--- config.mk ---
export PLATFORM = sky130hd
export DESIGN_NAME = ntt_mulmod
export DESIGN_NICKNAME = d
export VERILOG_FILES = /design/src/ntt_pkg.sv /design/src/ntt_mulmod.sv
export SDC_FILE = /design/constraint.sdc
export NUM_CORES = 2
export LEC_CHECK = 0
export BUFFER_PORTS_ARGS = -buffer_cell sky130_fd_sc_hd__buf_2
export CAP_MARGIN = 10
export CORE_AREA = 5 5 450 230
export DETAILED_ROUTE_END_ITERATION = 12
export DIE_AREA = 0 0 455 235
export PLACE_DENSITY = 0.66
export SETUP_SLACK_MARGIN = 0.2
export SLEW_MARGIN = 5
export SYNTH_ARGS = -nofsm -noshare
export SYNTH_HDL_FRONTEND = slang
export SYNTH_SLANG_ARGS = --single-unit
--- constraint.sdc ---
create_clock -name clock -period 10.8 [get_ports clock]
set_clock_uncertainty 0.05 [all_clocks]
set_input_delay 1.08 -clock clock [delete_from_list [all_inputs] [get_ports clock]]
set_output_delay 1.08 -clock clock [all_outputs]
set_load 0.1 [all_outputs]
--- src/ntt_pkg.sv ---
// Shared types and constants for the radix-2 NTT unit modulo 998244353.
// Used by the top level and the modular multiplier; depends on nothing.
`timescale 1ns / 1ps
`default_nettype none
package ntt_pkg;
   localparam logic [29:0] PRIME = 30'd998244353;
   localparam int unsigned RES_W = 30;

   typedef logic [RES_W-1:0] residue_type;

   typedef enum logic [3:0] {
      ST_LOAD,
      ST_PERM_RD,
      ST_PERM_WAIT,
      ST_PERM_WR,
      ST_BF_RD,
      ST_BF_MUL,
      ST_BF_WR,
      ST_REV_RD,
      ST_REV_WAIT,
      ST_REV_WR,
      ST_SCL_RD,
      ST_SCL_MUL,
      ST_SCL_WR,
      ST_READY
   } state_type;

   localparam logic OP_LOAD = 1'b0;
   localparam logic OP_READ = 1'b1;

   // Stage root 3^((P-1)/2^s) for s = 1..20.
   function automatic residue_type stage_root(input logic [4:0] s);
      residue_type r;
      r = 30'd1;
      case (s)
         5'd1:  r = 30'd998244352;
         5'd2:  r = 30'd911660635;
         5'd3:  r = 30'd372528824;
         5'd4:  r = 30'd929031873;
         5'd5:  r = 30'd452798380;
         5'd6:  r = 30'd922799308;
         5'd7:  r = 30'd781712469;
         5'd8:  r = 30'd476477967;
         5'd9:  r = 30'd166035806;
         5'd10: r = 30'd258648936;
         5'd11: r = 30'd584193783;
         5'd12: r = 30'd63912897;
         5'd13: r = 30'd350007156;
         5'd14: r = 30'd666702199;
         5'd15: r = 30'd968855178;
         5'd16: r = 30'd629671588;
         5'd17: r = 30'd24514907;
         5'd18: r = 30'd996173970;
         5'd19: r = 30'd363395222;
         5'd20: r = 30'd565042129;
         default: r = 30'd1;
      endcase
      return r;
   endfunction

   // len^-1 mod P for len = 2^lg, lg = 1..20.
   function automatic residue_type inv_len(input logic [4:0] lg);
      residue_type r;
      r = 30'd1;
      case (lg)
         5'd1:  r = 30'd499122177;
         5'd2:  r = 30'd748683265;
         5'd3:  r = 30'd873463809;
         5'd4:  r = 30'd935854081;
         5'd5:  r = 30'd967049217;
         5'd6:  r = 30'd982646785;
         5'd7:  r = 30'd990445569;
         5'd8:  r = 30'd994344961;
         5'd9:  r = 30'd996294657;
         5'd10: r = 30'd997269505;
         5'd11: r = 30'd997756929;
         5'd12: r = 30'd998000641;
         5'd13: r = 30'd998122497;
         5'd14: r = 30'd998183425;
         5'd15: r = 30'd998213889;
         5'd16: r = 30'd998229121;
         5'd17: r = 30'd998236737;
         5'd18: r = 30'd998240545;
         5'd19: r = 30'd998242449;
         5'd20: r = 30'd998243401;
         default: r = 30'd1;
      endcase
      return r;
   endfunction
endpackage
`default_nettype wire

--- src/ntt_mulmod.sv ---
// Pipelined multiplier a*b mod 998244353: product, then quotient, registered.
// Uses ntt_pkg for the prime; Barrett reduction with a 32-bit mu.
`timescale 1ns / 1ps
`default_nettype none
module ntt_mulmod (
   input  wire                  clock,
   input  ntt_pkg::residue_type a,
   input  ntt_pkg::residue_type b,
   output ntt_pkg::residue_type p
);
   import ntt_pkg::*;
   // mu = floor(2^60 / P)
   localparam logic [31:0] MU = 32'd1154949187;

   logic [59:0] prod_ff;
   logic [59:0] prod2_ff;
   logic [31:0] quot_ff;
   logic [61:0] qmu;
   logic [59:0] rem_full;
   logic [31:0] rem;

   assign qmu = 62'(prod_ff[59:29]) * 62'(MU);

   always_ff @(posedge clock) begin
      prod_ff  <= 60'(a) * 60'(b);
      prod2_ff <= prod_ff;
      quot_ff  <= 32'(qmu[61:31]);
   end

   // Quotient estimate is at most two below the true one.
   assign rem_full = prod2_ff - 60'(quot_ff) * 60'(PRIME);
   always_comb begin
      rem = rem_full[31:0];
      if (rem >= {2'b0, PRIME}) rem = rem - {2'b0, PRIME};
      if (rem >= {2'b0, PRIME}) rem = rem - {2'b0, PRIME};
   end
   assign p = rem[29:0];
endmodule
`default_nettype wire

Word-level counts from Yosys, hierarchy flattened
Cells that the tools add are included.
Word-level totals
  bits in registers: 123
  latch bits: 0
  bits in writable memories: 0
  bits in read-only memories: 0
  bits of input ports: 61
  output and inout bits: 30
  word-level logic and storage cells: 13
  memories: 0
Cells by class
  $add $sub $neg: 3
  multiply operators: 3
  divide/modulo/power cells: 0
  order comparisons: 2
  equality and inequality tests: 0
  shift-type cells: 0
  multiplexer cells: 2
  bitwise logic cells: 0
  reductions and logical operators: 0
Operators with widths (number)
  $ge 32x30->1 const B: 2
  $mul 31x31->62 const B: 1
  $mul 30x30->60: 1
  $mul 31x30->32 const B: 1
  $mux 32: 1
  $sub 32x30->32 const B: 1
  $sub 32x32->32: 1
  $mux 30: 1
  $sub 30x30->30 const B: 1

Logic depth before layout (Yosys ltp)
  depth after elaboration: 6
  gate-level depth with buffers: 35
  mapped depth without buffers: 33

Worst setup path before layout
OpenSTA, ideal clock, no wires.
  path kind: reg-to-output
  from: reg prod2_ff[4]
  to: out p[25]
  arrival: 9.141 ns
  data required time: 9.670 ns
  setup slack: 0.529 ns
  stages on the path, launching flop included: 33
  path buffers: 3
  cell sequence: dfxtp_1 -> inv_1 -> fa_1 -> inv_1 -> ha_1 -> inv_1 -> fa_1 -> xnor2_1 -> xnor2_1 -> inv_1 -> ha_1 -> or2_2 -> fa_1 -> a21o_1 -> a221oi_2 -> o21ai_1 -> a21oi_1 -> mux2_2 -> a211oi_1 -> or3_4 -> nor4b_2 -> o21ai_2 -> a21o_1 -> buf_6 -> clkbuf_1 -> mux2i_1 -> ha_1 -> and4bb_1 -> nand4b_4 -> and2_1 -> clkbuf_1 -> o211a_1 -> xnor2_1
On the way
  word-level cells in the longest chain between the ends: 5
  elaborated cells between the ends (all ways): 7
  classes of those cells: add/sub (3); order compare (2); mux (2)
Ends and longest elaborated chain
  start, declared: line ntt_mulmod.sv:16  | logic [59:0] prod2_ff;
  start signal, assigned: line ntt_mulmod.sv:26  | prod2_ff <= prod_ff;
  $sub 32x32->32 (*): line ntt_mulmod.sv:31  | assign rem_full = prod2_ff - 60'(quot_ff) * 60'(PRIME);
  $sub 32x30->32 or $ge 32x30->1 (tied branches): line ntt_mulmod.sv:34  | if (rem >= {2'b0, PRIME}) rem = rem - {2'b0, PRIME};
  $mux 32 (*): line ntt_mulmod.sv:34
  $sub 30x30->30 or $ge 32x30->1 (tied branches): line ntt_mulmod.sv:35  | if (rem >= {2'b0, PRIME}) rem = rem - {2'b0, PRIME};
  $mux 30 (*): line ntt_mulmod.sv:35
  end, declared: line ntt_mulmod.sv:9  | output ntt_pkg::residue_type p
Mark *: on every way between the ends. The rest lies on a longest branch, timed or not.

Worst setup path in the final report
  from: in b[8]
  to: reg prod_ff[57]
On the way
  word-level cells in the longest chain between the ends: 1
Ends and longest elaborated chain
  start, declared: line ntt_mulmod.sv:8  | input ntt_pkg::residue_type b,
  $mul 30x30->60: line ntt_mulmod.sv:25  | prod_ff <= 60'(a) * 60'(b);
  end signal, assigned: line ntt_mulmod.sv:25
  end, declared: line ntt_mulmod.sv:15  | logic [59:0] prod_ff;
No other way between the ends.

==> impl_metrics.ini <==
[yosys]
synth-seq-cells = 123
synth_common_cells = inv_1, fa_1, ha_1
ys_dominant_reg_cell = dfxtp_1
synth.distinct_cells = 88
syn_avg_cell_area_um2 = 9.253
async_flop_share_pct = 0
syn_area_um2 = 49280
yosysWarnings = 0
synth_fp_nets = 7205
synth_seq_area_share_pct = 4.996
yosysMostFrequentCell = inv_1
synth_area_leaders = fa_1, ha_1, inv_1
synth_top_area_share_pct = 43.02
synth_cells = 5326
yosysTopAreaCell = fa_1
synth_enable_flop_cells = 0

[floorplanning]
num_rows = 82
core_region_area_um2 = 99210
die-area_um2 = 106900
initial_core_util_pct = 49.67
die_w_um = 455
ioPinCount = 91
die_h_um = 235

[clock_network]
cts_tree = done
cts_buffer_depth = 2
clk_latency_ps = 440
cts_root_buffer = clkbuf_16
clk_pin_slew_worst_paths_ps = 70
htreeDepth = 4
cts_made_buffers = 17
cts_sinks = 123

[place]
dp_hpwl_um = 120000
port_buffers = 90
globalplace.congestion = 0.9998

[final_layout]
syn_to_final_growth_pct = 5.867
fillers = 9056
seqCellArea_um2 = 2466
drive_gt1_share_pct = 5.314
nets = 7210
multi_input_area_um2 = 41330

[route]
viasPerCell = 5.341
drt-total-wl_um = 140600
dr.pass1.iters = 6
ant_nets = 0
drt_iter0_markers = 3244
wl_per_cell_um = 21.01
vias = 35740
drcViolationCount = 0

[critical_path]
worst-path-max-fanout = 19
r2r-end = quot_ff[30]$_DFF_P_
rrSetupSlack_ps = 1340
cp_data_required_time_ps = 11080
critical_path.slowest_cell = fa_1
r2r-start = prod_ff[33]$_DFF_P_
cp-startpoint = b[8]
cp-endpoint = prod_ff[57]$_DFF_P_
cp-start-kind = input port
timing.critical_path.mode_cell = fa_1
path_class = input port to flop
critPathCaptureType = flop
rr_worst_depth = 29
cp_slowest_stage_delay_ps = 590
critPathArrivalTime_ps = 10410

[sta]
grt_setup_unrepaired = false
hold_viol = 0
setup_viol = 0
max-slew-margin-rel_pct = 19.08
setup_tns_ps = 0
worst_slew_pin_slew_ps = 1183
post-route-min-period_ps = 10140
slew_violations = 0
max_freq_mhz = 98.65
fin_crit_sh_pct = 93.86

[grt]
grt_usage_pct = 26.88
grt_pass1_wl_um = 220700
antenna_found_initial = 11
grt_max_degree = 31
grt_pass1_vias = 36630
grt_overflow = 0

[run_status]
status = finished clean

[min_path]
hold_path_class = flop to flop

[job]
drv_cap = 0
[metrics by stage]
step / area [um^2] / instances / util, % / hold slack [ps] / setup WS (ps)
finish: 52170 / 6691 / 52.59 / 271.1 / 662.9
global route: 52170 / 6691 / 52.59 / 280.6 / 201.4
CTS: 51950 / 6682 / 52.36 / 270.9 / 216.0
detailed placement: 51330 / 6649 / 51.74 / 262.1 / 191.1
global placement: 51330 / 6649 / 51.74 / 261.4 / 325.5
floorplan: 49280 / 5326 / - / 259.6 / 528.8
[cell families after synthesis]
family / share of synthesized area [%]
adder cells (fa/ha/maj): 62.31
XOR/XNOR: 3.110
AND/OR/NAND/NOR: 12.57
buffers and inverters: 11.44
AO/OA/AOI/OAI: 5.484
multiplexers: 0.08378
flip-flops: 4.996
[how the worst min path moves through the flow]
stage / slack (ps) / start / depth (start not counted) / end
after global routing: 280 / prod_ff[4]$_DFF_P_ / 0 / prod2_ff[4]$_DFF_P_
after floorplan: 260 / prod_ff[0]$_DFF_P_ / 0 / prod2_ff[0]$_DFF_P_
after global placement: 260 / prod_ff[7]$_DFF_P_ / 0 / prod2_ff[7]$_DFF_P_
final: 270 / prod_ff[0]$_DFF_P_ / 0 / prod2_ff[0]$_DFF_P_
after detailed placement: 260 / prod_ff[0]$_DFF_P_ / 0 / prod2_ff[0]$_DFF_P_
after CTS: 270 / prod_ff[0]$_DFF_P_ / 0 / prod2_ff[0]$_DFF_P_
[critical path, delay by kind of cell]
kind                       cells  cell delay, ps
AOI/OAI and AO/OA             12            2980
xor gates and xnor gates       1             130
adders and majority gates      9            4510
buffers and inverters          8             980
and+or+nand+nor                4             720
[area by class of cell]
cell class,count,share of cell area (%)
inverter,1291,9.288
timing repair buffer,191,2.425
antenna,3,0.01439
sequential,123,4.727
tap,1344,3.223
clock buffer,19,0.8489
multi-input combinational,3707,79.22
clock inverter,13,0.2518
[timing repair]
action / 4_1_cts / 5_1_grt
buffers inserted: 0 / 6
cloned: 1 / 0
resized for setup: 13 / 31
setup endpoints to repair: 23 / 32
endpoints found under the hold margin: 0 / 0
pin swaps: 0 / 1
hold buffers: 0 / 0
[placed cells by master (no fill, tap or decap), drive strengths merged, types with 8 or more instances in the layout]
cell type and n:
nand4 15, a21o 61, fa 1059, and2 257, nor2b 13, nand2b 18
xnor2 126, a21oi 95, nor2 96, nand3b 8, or2 13, nor4 14
o21a 28, nand2 735, and3 16, a2111oi 10, clkbuf 27, dfxtp 123
o211ai 11, o31ai 10, inv 1296, o2111ai 10, o21bai 14, or3 17
a211oi 12, o21ai 63, nand3 47, buf 183, nor3 44, a31oi 13
ha 759, xor2 49
[per-layer routing]
metal / up-vias / part of all wire (%) / track usage [%]
met3: 90 / 16 / 13.25
met5: - / 0.14 / 1.027
met2: 1779 / 34 / 31.63
li1: 16140 / - / -
met1: 17720 / 49 / 43.60
met4: 12 / 1.0 / 3.071
[sequential cells by signal (all words and copies together), names as in the netlist]
register / flops
prod_ff: 60
quot_ff: 31
prod2_ff: 32
Power is left out: the tool's default activity adds up to more than one toggle a clock period on the data nets, which glitch-free logic cannot reach.
